--- src/design/piecewise_linear_interp_table_assert.svh ---
// -----------------------------------------------------------------------------
// Assertion macros for the interpolation table
// Shared property shapes used by the RTL checks.
// -----------------------------------------------------------------------------
`ifndef PIECEWISE_LINEAR_INTERP_TABLE_ASSERT_SVH
`define PIECEWISE_LINEAR_INTERP_TABLE_ASSERT_SVH

// same-cycle implication
`define PLIT_ASSERT_IMPLY(lbl, clk, rst, ante, cons, msg) \
   lbl: assert property (@(posedge clk) disable iff (rst) (ante) |-> (cons)) \
      else $error(msg);

// next-cycle implication
`define PLIT_ASSERT_NEXT(lbl, clk, rst, ante, cons, msg) \
   lbl: assert property (@(posedge clk) disable iff (rst) (ante) |=> (cons)) \
      else $error(msg);

`endif

--- src/design/plit_pkg.sv ---
// -----------------------------------------------------------------------------
// plit_pkg
// Widths, codes and shared types of the interpolation table.
// -----------------------------------------------------------------------------
package plit_pkg;

   localparam int IDX_W  = 5;
   localparam int KEY_W  = 16;
   localparam int VAL_W  = 32;
   localparam int CNT_W  = 6;
   localparam int PROD_W = VAL_W + KEY_W;

   localparam int MUL_STEPS = KEY_W;
   localparam int DIV_STEPS = VAL_W;
   localparam int STEP_W    = 5;

   typedef enum logic {
      REQ_WRITE = 1'b0,
      REQ_QUERY = 1'b1
   } req_kind_type;

   typedef enum logic [2:0] {
      ST_IDLE,
      ST_LAST,
      ST_LAST_CHK,
      ST_SCAN,
      ST_BLEND,
      ST_DONE
   } top_state_type;

   typedef enum logic [1:0] {
      BL_IDLE,
      BL_MUL,
      BL_DIV,
      BL_DONE
   } blend_state_type;

   typedef struct packed {
      logic [VAL_W-1:0] lo_val;
      logic [VAL_W-1:0] hi_val;
      logic [KEY_W-1:0] dx;
      logic [KEY_W-1:0] span;
   } blend_req_type;

   typedef struct packed {
      logic             done;
      logic [VAL_W-1:0] value;
   } blend_rsp_type;

endpackage

--- src/design/plit_if.sv ---
// -----------------------------------------------------------------------------
// plit_req_if / plit_rsp_if
// Request and response channels, valid/ready handshake.
// -----------------------------------------------------------------------------
interface plit_req_if;
   logic                       valid;
   logic                       ready;
   logic                       req_type;
   logic [plit_pkg::IDX_W-1:0] point_index;
   logic [plit_pkg::KEY_W-1:0] point_key;
   logic [plit_pkg::VAL_W-1:0] point_value;
   logic [plit_pkg::KEY_W-1:0] query_x;

   modport source (output valid, req_type, point_index, point_key, point_value, query_x,
                   input ready);
   modport sink   (input valid, req_type, point_index, point_key, point_value, query_x,
                   output ready);
endinterface

interface plit_rsp_if;
   logic                       valid;
   logic                       ready;
   logic [plit_pkg::VAL_W-1:0] result_value;
   logic                       in_range;
   logic                       exact_hit;

   modport source (output valid, result_value, in_range, exact_hit, input ready);
   modport sink   (input valid, result_value, in_range, exact_hit, output ready);
endinterface

--- src/design/piecewise_linear_interp_table.sv ---
// -----------------------------------------------------------------------------
// piecewise_linear_interp_table
// A breakpoint write (req_type 0) stores one key/value word and returns
// nothing. A query (req_type 1) returns one word: it reads the last key in
// use, then scans the table from slot 0 one entry per cycle through the
// single memory read port. An empty table goes straight to the answer state,
// an abscissa above the last key is answered from the last-key check, a hit
// or an abscissa below the first key from the scan. Interpolation hands the
// bracket to the blend unit, which multiplies one bit per cycle (16 steps),
// divides one quotient bit per cycle (32 steps) and forms the sum in its done
// state. A full answer register holds the final step until it drains. The
// request side takes a new word while the previous answer waits in the output
// register. points_in_use is written through csr_write_enable/csr_write_data;
// the user must write it only while idle; the block does not enforce this.
// -----------------------------------------------------------------------------
`include "piecewise_linear_interp_table_assert.svh"

module piecewise_linear_interp_table #(
   parameter int MAX_POINTS = 32
) (
   input  logic                        clock,
   input  logic                        reset,
   plit_req_if.sink                    req,
   plit_rsp_if.source                  rsp,
   input  logic                        csr_write_enable,
   input  logic [plit_pkg::CNT_W-1:0]  csr_write_data
);

   localparam int AW = $clog2(MAX_POINTS);
   localparam int CW = (AW > plit_pkg::CNT_W) ? AW : plit_pkg::CNT_W;

   plit_pkg::top_state_type     state_ff, state_in;
   logic [plit_pkg::CNT_W-1:0]  points_ff;
   logic [plit_pkg::KEY_W-1:0]  x_ff, x_in;
   logic [AW-1:0]               last_ff, last_in;
   logic [AW-1:0]               idx_ff, idx_in;
   logic [plit_pkg::KEY_W-1:0]  prev_key_ff, prev_key_in;
   logic [plit_pkg::VAL_W-1:0]  prev_val_ff, prev_val_in;
   logic [plit_pkg::VAL_W-1:0]  res_ff, res_in;
   logic                        inr_ff, inr_in;
   logic                        hit_ff, hit_in;
   logic                        rsp_valid_ff;
   logic [plit_pkg::VAL_W-1:0]  rsp_value_ff;
   logic                        rsp_inr_ff;
   logic                        rsp_hit_ff;

   logic                        accept;
   logic                        is_query;
   logic                        out_load;
   logic                        wr_en;
   logic [AW-1:0]               rd_addr;
   logic [plit_pkg::KEY_W-1:0]  rd_key;
   logic [plit_pkg::VAL_W-1:0]  rd_val;
   logic [CW-1:0]               points_ext;
   logic                        blend_start;
   plit_pkg::blend_req_type     blend_req;
   plit_pkg::blend_rsp_type     blend_rsp;

   assign accept     = req.valid && req.ready;
   assign is_query   = req.req_type == plit_pkg::REQ_QUERY;
   assign wr_en      = accept && !is_query && (32'(req.point_index) < MAX_POINTS);
   assign points_ext = CW'(points_ff);

   assign blend_req.lo_val = prev_val_ff;
   assign blend_req.hi_val = rd_val;
   assign blend_req.dx     = x_ff - prev_key_ff;
   assign blend_req.span   = rd_key - prev_key_ff;

   plit_table #(
      .MAX_POINTS (MAX_POINTS)
   ) u_table (
      .clock   (clock),
      .wr_en   (wr_en),
      .wr_addr (AW'(req.point_index)),
      .wr_key  (req.point_key),
      .wr_val  (req.point_value),
      .rd_addr (rd_addr),
      .rd_key  (rd_key),
      .rd_val  (rd_val)
   );

   plit_blend u_blend (
      .clock (clock),
      .reset (reset),
      .start (blend_start),
      .op    (blend_req),
      .res   (blend_rsp)
   );

   always_ff @(posedge clock) begin
      if (reset) begin
         state_ff     <= plit_pkg::ST_IDLE;
         points_ff    <= '0;
         rsp_valid_ff <= 1'b0;
      end else begin
         state_ff <= state_in;
         if (csr_write_enable) begin
            points_ff <= csr_write_data;
         end
         if (out_load) begin
            rsp_valid_ff <= 1'b1;
         end else if (rsp.ready) begin
            rsp_valid_ff <= 1'b0;
         end
      end
      x_ff        <= x_in;
      last_ff     <= last_in;
      idx_ff      <= idx_in;
      prev_key_ff <= prev_key_in;
      prev_val_ff <= prev_val_in;
      res_ff      <= res_in;
      inr_ff      <= inr_in;
      hit_ff      <= hit_in;
      if (out_load) begin
         rsp_value_ff <= res_ff;
         rsp_inr_ff   <= inr_ff;
         rsp_hit_ff   <= hit_ff;
      end
   end

   always_comb begin
      state_in    = state_ff;
      x_in        = x_ff;
      last_in     = last_ff;
      idx_in      = idx_ff;
      prev_key_in = prev_key_ff;
      prev_val_in = prev_val_ff;
      res_in      = res_ff;
      inr_in      = inr_ff;
      hit_in      = hit_ff;
      rd_addr     = idx_ff;
      blend_start = 1'b0;
      out_load    = 1'b0;
      req.ready   = 1'b0;
      unique case (state_ff)
         plit_pkg::ST_IDLE: begin
            req.ready = 1'b1;
            if (accept && is_query) begin
               x_in = req.query_x;
               if (32'(points_ff) >= MAX_POINTS) begin
                  last_in = AW'(MAX_POINTS - 1);
               end else begin
                  last_in = AW'(points_ext - CW'(1));
               end
               if (points_ff == '0) begin
                  res_in   = '0;
                  inr_in   = 1'b0;
                  hit_in   = 1'b0;
                  state_in = plit_pkg::ST_DONE;
               end else begin
                  state_in = plit_pkg::ST_LAST;
               end
            end
         end
         plit_pkg::ST_LAST: begin
            rd_addr  = last_ff;
            state_in = plit_pkg::ST_LAST_CHK;
         end
         plit_pkg::ST_LAST_CHK: begin
            rd_addr = '0;
            idx_in  = '0;
            if (rd_key < x_ff) begin
               res_in   = '0;
               inr_in   = 1'b0;
               hit_in   = 1'b0;
               state_in = plit_pkg::ST_DONE;
            end else begin
               state_in = plit_pkg::ST_SCAN;
            end
         end
         plit_pkg::ST_SCAN: begin
            rd_addr = idx_ff + AW'(1);
            if (rd_key >= x_ff) begin
               if (rd_key == x_ff) begin
                  res_in   = rd_val;
                  inr_in   = 1'b1;
                  hit_in   = 1'b1;
                  state_in = plit_pkg::ST_DONE;
               end else if (idx_ff == '0) begin
                  // below the first key
                  res_in   = '0;
                  inr_in   = 1'b0;
                  hit_in   = 1'b0;
                  state_in = plit_pkg::ST_DONE;
               end else begin
                  blend_start = 1'b1;
                  inr_in      = 1'b1;
                  hit_in      = 1'b0;
                  state_in    = plit_pkg::ST_BLEND;
               end
            end else begin
               prev_key_in = rd_key;
               prev_val_in = rd_val;
               idx_in      = idx_ff + AW'(1);
            end
         end
         plit_pkg::ST_BLEND: begin
            if (blend_rsp.done) begin
               res_in   = blend_rsp.value;
               state_in = plit_pkg::ST_DONE;
            end
         end
         plit_pkg::ST_DONE: begin
            if (!rsp_valid_ff || rsp.ready) begin
               out_load = 1'b1;
               state_in = plit_pkg::ST_IDLE;
            end
         end
         default: begin
            state_in = plit_pkg::ST_IDLE;
         end
      endcase
   end

   assign rsp.valid        = rsp_valid_ff;
   assign rsp.result_value = rsp_value_ff;
   assign rsp.in_range     = rsp_inr_ff;
   assign rsp.exact_hit    = rsp_hit_ff;

   `PLIT_ASSERT_NEXT(a_query_start, clock, reset, accept && is_query,
      state_ff == plit_pkg::ST_LAST || state_ff == plit_pkg::ST_DONE, "query did not start")
   `PLIT_ASSERT_IMPLY(a_scan_bound, clock, reset, state_ff == plit_pkg::ST_SCAN,
      idx_ff <= last_ff, "scan ran past last key")
   `PLIT_ASSERT_IMPLY(a_blend_owned, clock, reset, blend_rsp.done,
      state_ff == plit_pkg::ST_BLEND, "blend finished unexpectedly")
   `PLIT_ASSERT_IMPLY(a_hit_in_range, clock, reset, rsp_valid_ff && rsp_hit_ff,
      rsp_inr_ff, "hit outside range")
   `PLIT_ASSERT_IMPLY(a_out_zero, clock, reset, rsp_valid_ff && !rsp_inr_ff,
      rsp_value_ff == '0, "out of range word not zero")

endmodule

--- src/design/plit_table.sv ---
// -----------------------------------------------------------------------------
// plit_table
// Breakpoint memory: one write port, one registered read port.
// -----------------------------------------------------------------------------
module plit_table #(
   parameter int MAX_POINTS = 32
) (
   input  logic                                  clock,
   input  logic                                  wr_en,
   input  logic [$clog2(MAX_POINTS)-1:0]         wr_addr,
   input  logic [plit_pkg::KEY_W-1:0]            wr_key,
   input  logic [plit_pkg::VAL_W-1:0]            wr_val,
   input  logic [$clog2(MAX_POINTS)-1:0]         rd_addr,
   output logic [plit_pkg::KEY_W-1:0]            rd_key,
   output logic [plit_pkg::VAL_W-1:0]            rd_val
);

   logic [plit_pkg::KEY_W-1:0] key_mem_ff [MAX_POINTS];
   logic [plit_pkg::VAL_W-1:0] val_mem_ff [MAX_POINTS];
   logic [plit_pkg::KEY_W-1:0] rd_key_ff;
   logic [plit_pkg::VAL_W-1:0] rd_val_ff;

   always_ff @(posedge clock) begin
      if (wr_en) begin
         key_mem_ff[wr_addr] <= wr_key;
         val_mem_ff[wr_addr] <= wr_val;
      end
      rd_key_ff <= key_mem_ff[rd_addr];
      rd_val_ff <= val_mem_ff[rd_addr];
   end

   assign rd_key = rd_key_ff;
   assign rd_val = rd_val_ff;

endmodule

--- src/design/plit_blend.sv ---
// -----------------------------------------------------------------------------
// plit_blend
// lo +/- (|hi-lo| * dx) / span, bit-serial multiply then restoring divide.
// -----------------------------------------------------------------------------
module plit_blend (
   input  logic                    clock,
   input  logic                    reset,
   input  logic                    start,
   input  plit_pkg::blend_req_type op,
   output plit_pkg::blend_rsp_type res
);

   plit_pkg::blend_state_type       state_ff, state_in;
   logic [plit_pkg::STEP_W-1:0]     cnt_ff, cnt_in;
   logic [plit_pkg::PROD_W-1:0]     acc_ff, acc_in;
   logic [plit_pkg::VAL_W-1:0]      diff_ff, diff_in;
   logic [plit_pkg::VAL_W-1:0]      lo_ff, lo_in;
   logic [plit_pkg::KEY_W-1:0]      dx_ff, dx_in;
   logic [plit_pkg::KEY_W-1:0]      span_ff, span_in;
   logic                            neg_ff, neg_in;
   logic [plit_pkg::KEY_W:0]        trial;
   logic                            ge;
   logic [plit_pkg::KEY_W:0]        rem;

   always_ff @(posedge clock) begin
      if (reset) begin
         state_ff <= plit_pkg::BL_IDLE;
      end else begin
         state_ff <= state_in;
      end
      cnt_ff  <= cnt_in;
      acc_ff  <= acc_in;
      diff_ff <= diff_in;
      lo_ff   <= lo_in;
      dx_ff   <= dx_in;
      span_ff <= span_in;
      neg_ff  <= neg_in;
   end

   // one quotient bit: remainder stays below span
   assign trial = {acc_ff[plit_pkg::PROD_W-1:plit_pkg::VAL_W], acc_ff[plit_pkg::VAL_W-1]};
   assign ge    = trial >= {1'b0, span_ff};
   assign rem   = ge ? (trial - {1'b0, span_ff}) : trial;

   always_comb begin
      state_in  = state_ff;
      cnt_in    = cnt_ff;
      acc_in    = acc_ff;
      diff_in   = diff_ff;
      lo_in     = lo_ff;
      dx_in     = dx_ff;
      span_in   = span_ff;
      neg_in    = neg_ff;
      res.done  = 1'b0;
      res.value = neg_ff ? (lo_ff - acc_ff[plit_pkg::VAL_W-1:0])
                         : (lo_ff + acc_ff[plit_pkg::VAL_W-1:0]);
      unique case (state_ff)
         plit_pkg::BL_IDLE: begin
            if (start) begin
               neg_in   = op.hi_val < op.lo_val;
               diff_in  = (op.hi_val < op.lo_val) ? (op.lo_val - op.hi_val)
                                                  : (op.hi_val - op.lo_val);
               lo_in    = op.lo_val;
               dx_in    = op.dx;
               span_in  = op.span;
               acc_in   = '0;
               cnt_in   = '0;
               state_in = plit_pkg::BL_MUL;
            end
         end
         plit_pkg::BL_MUL: begin
            acc_in = {acc_ff[plit_pkg::PROD_W-2:0], 1'b0}
                   + (dx_ff[plit_pkg::KEY_W-1] ? plit_pkg::PROD_W'(diff_ff)
                                               : plit_pkg::PROD_W'(0));
            dx_in  = {dx_ff[plit_pkg::KEY_W-2:0], 1'b0};
            cnt_in = cnt_ff + 1'b1;
            if (cnt_ff == plit_pkg::STEP_W'(plit_pkg::MUL_STEPS - 1)) begin
               cnt_in   = '0;
               state_in = plit_pkg::BL_DIV;
            end
         end
         plit_pkg::BL_DIV: begin
            acc_in = {rem[plit_pkg::KEY_W-1:0], acc_ff[plit_pkg::VAL_W-2:0], ge};
            cnt_in = cnt_ff + 1'b1;
            if (cnt_ff == plit_pkg::STEP_W'(plit_pkg::DIV_STEPS - 1)) begin
               state_in = plit_pkg::BL_DONE;
            end
         end
         plit_pkg::BL_DONE: begin
            res.done = 1'b1;
            state_in = plit_pkg::BL_IDLE;
         end
         default: begin
            state_in = plit_pkg::BL_IDLE;
         end
      endcase
   end

endmodule

--- src/flat_wrapper.sv ---
// flat-port wrapper written by rule: the top's interface ports become plain ports
module piecewise_linear_interp_table_flat 
#(
   parameter int MAX_POINTS = 32
)
  (clock, reset, csr_write_enable, csr_write_data, req_valid, req_req_type, req_point_index, req_point_key, req_point_value, req_query_x, req_ready, rsp_valid, rsp_result_value, rsp_in_range, rsp_exact_hit, rsp_ready);
  plit_req_if req_i ();
  plit_rsp_if rsp_i ();
  input  logic clock;
  input  logic reset;
  input  logic csr_write_enable;
  input  logic [plit_pkg::CNT_W-1:0] csr_write_data;
  input wire logic [$bits(req_i.valid)-1:0] req_valid;
  input wire logic [$bits(req_i.req_type)-1:0] req_req_type;
  input wire logic [$bits(req_i.point_index)-1:0] req_point_index;
  input wire logic [$bits(req_i.point_key)-1:0] req_point_key;
  input wire logic [$bits(req_i.point_value)-1:0] req_point_value;
  input wire logic [$bits(req_i.query_x)-1:0] req_query_x;
  output wire logic [$bits(req_i.ready)-1:0] req_ready;
  output wire logic [$bits(rsp_i.valid)-1:0] rsp_valid;
  output wire logic [$bits(rsp_i.result_value)-1:0] rsp_result_value;
  output wire logic [$bits(rsp_i.in_range)-1:0] rsp_in_range;
  output wire logic [$bits(rsp_i.exact_hit)-1:0] rsp_exact_hit;
  input wire logic [$bits(rsp_i.ready)-1:0] rsp_ready;
  assign req_i.valid = req_valid;
  assign req_i.req_type = req_req_type;
  assign req_i.point_index = req_point_index;
  assign req_i.point_key = req_point_key;
  assign req_i.point_value = req_point_value;
  assign req_i.query_x = req_query_x;
  assign req_ready = req_i.ready;
  assign rsp_valid = rsp_i.valid;
  assign rsp_result_value = rsp_i.result_value;
  assign rsp_in_range = rsp_i.in_range;
  assign rsp_exact_hit = rsp_i.exact_hit;
  assign rsp_i.ready = rsp_ready;
  piecewise_linear_interp_table #(.MAX_POINTS(MAX_POINTS)) u_core (.clock(clock), .reset(reset), .req(req_i), .rsp(rsp_i), .csr_write_enable(csr_write_enable), .csr_write_data(csr_write_data));
endmodule
--- config.mk ---
export PLATFORM = sky130hd
export DESIGN_NAME = piecewise_linear_interp_table_flat
export DESIGN_NICKNAME = d
export VERILOG_FILES = /design/src/design/plit_pkg.sv /design/src/design/plit_if.sv /design/src/design/piecewise_linear_interp_table.sv /design/src/design/plit_table.sv /design/src/design/plit_blend.sv /design/src/flat_wrapper.sv
export VERILOG_INCLUDE_DIRS = /design/src /design/src/design
export SDC_FILE = /design/constraint.sdc
export NUM_CORES = 2
export LEC_CHECK = 0
export BUFFER_PORTS_ARGS = -buffer_cell sky130_fd_sc_hd__buf_4
export CORE_AREA = 2 2 374 376
export CTS_CLUSTER_DIAMETER = 60
export DETAILED_ROUTE_END_ITERATION = 8
export DIE_AREA = 0 0 376 378
export GPL_TIMING_DRIVEN = 1
export PLACE_DENSITY = 0.82
export SYNTH_ARGS = -nofsm -noshare
export SYNTH_HDL_FRONTEND = slang
export SYNTH_SLANG_ARGS = --single-unit
--- constraint.sdc ---
create_clock -name clock -period 8.95 [get_ports clock]
set_clock_uncertainty 0.15 [all_clocks]
set_input_delay 0.4475 -clock clock [delete_from_list [all_inputs] [get_ports clock]]
set_output_delay 0.4475 -clock clock [all_outputs]
set_load 0.005 [all_outputs]
==> results.toml <==
[detailed_routing]
avgRoutedWirePerCell_um = 30.4
drtPass1Iterations = 9
drtIter0Drc = 6993
totalWireLength_um = 220000
via_per_inst = 6.75
ant_nets = 0
drc_errors = 0
vias = 49000

[setup_path]
cp-start-kind = "flop"
path_class = "flop to flop"
cp_common_cell = "xnor2_1"
required_ns = 9.35
crit_path_end_kind = "flop"
critical_path_peak_fanout = 6
crit_cells = 15
reg2reg_depth = 15
cp.arrival_ns = 5.46
r2r_slack_ns = 3.89
cpLargestDelayFamily = "simple AND/OR/NAND/NOR gates"
r2r-end = "u_core.res_ff[31]$_DFFE_PP_"
r2r-start = "u_core.u_blend.acc_ff[2]$_DFFE_PP_"
cp_slowest_cell = "or4b_1"
path_cells = "nor2_1 > nor4b_1 > nor3b_1 > nor2b_1 > a21oi_1 > xnor2_1 > ha_1 > o311ai_0 > o21ai_0 > a21o_1 > a221o_1 > or4b_1 > a31oi_1 > xnor2_1 > o21ai_1"
cp_num_buf_inv = 0
cpPeakStageDelay_ns = 0.49

[placed_design]
port_buffers = 116
post_dp_cell_area_um2 = 84000
hpwl_um = 115000
place.gp.congestion = 0.990

[die]
start_util_pct = 58.4
ioPinCount = 117
fp-row-count = 137
die_w_um = 376
die_h_um = 378
dieArea_um2 = 142000
core_um2 = 139000

[global_routing]
gr-total-overflow = 0
antenna_found_initial = 14
grt.total_usage_pct = 31.0
grt_pass1_vias = 49100
grt_pass1_wl_um = 321000
grt_max_degree = 142

[yosys]
syn_area_um2 = 80900
synth_flop_cell = "edfxtp_1"
synth.net_count = 5364
synth_edf_count = 1828
synth_largest_type_area_fraction_pct = 67.9
ys_seq_area_share_pct = 69.4
synth_top_area_cell = "edfxtp_1"
syn_avg_cell_area_um2 = 15.9
yosysWarnings = 0
ys_ff_latch = 1888
synth_top_cells_by_area = "edfxtp_1 68%, mux4_2 11%, ha_1 3.1%, nand2_1 2.8%, nand3_1 1.7%"
async_reset_ff_share_pct = 0
synth_cell_type_count = 79
synth_cells = 5076

[pwr]
switching_share_pct = 34.3
p_seq_share_pct = 37.9
p_leak_uw = 0.0310
ir_drop_v = 0.000462
p_comb_share_pct = 33.8
p_sw_uw = 9600
p_per_area_nw_per_um2 = 308
p_clk_share_pct = 28.4
power.internal_uw = 18400

[clock_tree]
clockBufferDepth = 3
cts_resized = 0
post_cts_buffers = 0
cts_tree = "done"
clk_latency_ns = 0.84
ctsHtreeMaxLevel = 4
path_clk_slew_ns = 0.06
ctsRootBufferMaster = "clkbuf_16"
numCtsBuffers = 182
cts.sinks = 1888

[min_path]
hold_path_depth = 3
hp-start = "rsp_ready"
whs_endpoint = "u_core.rsp.valid$_SDFFE_PP0P_"
min_path_type = "primary input to flop"

[finish]
areaGrowthSynthToFinish_pct = 12.5
fin_area_um2 = 91000
finalNetCount = 5576
nFillCells = 8826
drive_gt1_share_pct = 16.8

[sta]
timing.setup.tns_ns = 0
slew_viol_final = 0
finalCritPeriodShare_pct = 56.5
rsz0062_at_grt = "false"
finalHoldViolations = 0
finalCriticalPeriod_ns = 5.06
fmax_mhz = 198
worstMarginPinSlew_ns = 1.37
slew_headroom_pct = 8.39
finalSetupViolations = 0

[outcome]
status = "finished, final reports clean"

[job]
maxCapViolations = 0
==> how the worst max path moves through the flow <==
stage | from | endpoint
3_5_place_dp | u_core.u_blend.acc_ff[2]$_DFFE_PP_ | u_core.res_ff[31]$_DFFE_PP_
2_1_floorplan | u_core.x_ff[1]$_DFFE_PP_ | u_core.res_ff[0]$_DFFE_PP_
6_report | u_core.u_blend.acc_ff[2]$_DFFE_PP_ | u_core.res_ff[31]$_DFFE_PP_
5_1_grt | u_core.u_blend.acc_ff[2]$_DFFE_PP_ | u_core.res_ff[31]$_DFFE_PP_
3_3_place_gp | u_core.u_blend.acc_ff[2]$_DFFE_PP_ | u_core.res_ff[31]$_DFFE_PP_
4_1_cts | u_core.u_blend.acc_ff[2]$_DFFE_PP_ | u_core.res_ff[31]$_DFFE_PP_
==> routing by layer <==
layer | part of all wire, % | GRT usage [%] | vias up | wire, um
li1 | - | - | 20100 | -
met1 | 35 | 40.0 | 24400 | 76600
met2 | 48 | 50.1 | 3751 | 107000
met3 | 11 | 6.87 | 798 | 25000
met4 | 5.4 | 15.7 | 8 | 12000
met5 | 0.023 | 0 | - | 51
==> cells by family (layout without fill, tap and decap cells) <==
family / Yosys count / after routing / synth area share (%)
AO/OA/AOI/OAI: 680 / 680 / 5.20
other: 0 / 11 / 0
flip-flops: 1888 / 1888 / 69.4
XOR/XNOR: 161 / 161 / 1.74
buffers and inverters: 401 / 765 / 1.95
multiplexers: 416 / 416 / 11.1
adder cells (fa/ha/maj): 207 / 207 / 3.27
AND/OR/NAND/NOR: 1323 / 1323 / 7.37
==> timing repair <==
item | in CTS | in global routing
endpoints found under the setup margin | 0 | 0
hold endpoints to repair | 1564 | 0
hold buffers | 83 | 0
==> state kept, by name (all words and copies together), names as in the netlist, 32 cells and up <==
signal	flops
u_core.u_table.key_mem_ff	512
u_core.rsp.result_value	32
u_core.res_ff	32
u_core.u_blend.acc_ff	48
u_core.u_blend.lo_ff	32
u_core.u_table.val_mem_ff	1024
u_core.u_table.rd_val	32
u_core.u_blend.diff_ff	32
u_core.prev_val_ff	32
==> power by group through the flow <==
stage	combinational, uW	clock, uW	sequential [uW]
final	9450	7940	10600
after global routing	10100	8270	10600
after CTS	9350	7980	10600
after detailed placement	9060	0	10800
after global placement	8870	0	10700
after floorplan	6510	0	10500
==> synthesized netlist by cell type (10+ instances only) <==
master and n:
edfxtp_1 1828, nand2_1 600, mux4_2 384, nand3_1 279, ha_1 200, a21oi_1 183
nor2_1 181, inv_1 163, clkbuf_1 162, o21ai_0 132, xnor2_1 108, a21o_1 73
o21ai_1 72, dfxtp_1 60, nor3_1 53, xor2_1 53, buf_2 51, nor2b_1 43
and2_1 40, nand2b_1 30, nand4_1 28, mux2i_1 27, a211oi_1 26, a31oi_1 25
o21a_1 23, buf_1 22, a22oi_1 17, and3_1 17, o211ai_1 16, o21bai_1 16
o22ai_1 13, nor4_1 10, o31ai_1 10
==> placed cells by master (no fill, tap or decap), types with 27 or more instances in the layout <==
cell type and n:
nor2b_1 43, clkbuf_16 184, xor2_1 53, clkinv_2 42
o21ai_1 73, inv_1 162, ha_1 200, nor2_1 146
nand2_1 600, and2_1 40, o21ai_0 131, buf_4 172
xnor2_1 108, mux2i_1 27, dfxtp_1 60, nor2_4 34
nand2b_1 30, edfxtp_1 1828, a21o_1 72, nor3_1 53
nand4_1 28, mux4_2 384, a21oi_1 182, nand3_1 279
dlygate4sd3_1 83
==> cell type report <==
cell class	instances	area [um^2]	area share, %
sequential	1888	56100	61.7
multi-input combinational	2787	23500	25.9
tap	1807	2260	2.49
clock buffer	220	4840	5.32
clock inverter	116	1300	1.42
timing repair buffer	264	2300	2.53
inverter	165	621	0.682
antenna	11	27.5	0.0303
==> through the flow <==
step / hold WS (ns) / cells / worst slack, ns / util, % / total power, uW
global placement: 0.251 / 6828 / 3.88 / 60.6 / 19600
global route: 0.0751 / 7250 / 3.39 / 65.7 / 29000
floorplan: 0.250 / 5076 / 3.89 / - / 17100
detailed placement: 0.256 / 6828 / 3.95 / 60.6 / 19800
finish: 0.0563 / 7258 / 3.89 / 65.7 / 28000
CTS: 0.0134 / 7247 / 3.92 / 65.7 / 27900
==> worst min-delay path: stages <==
cell and delay [ns]:
buf_4 0.09, nand2b_1 0.28, a21oi_1 0.14
Note: power is estimated with default switching activity, not from simulation.
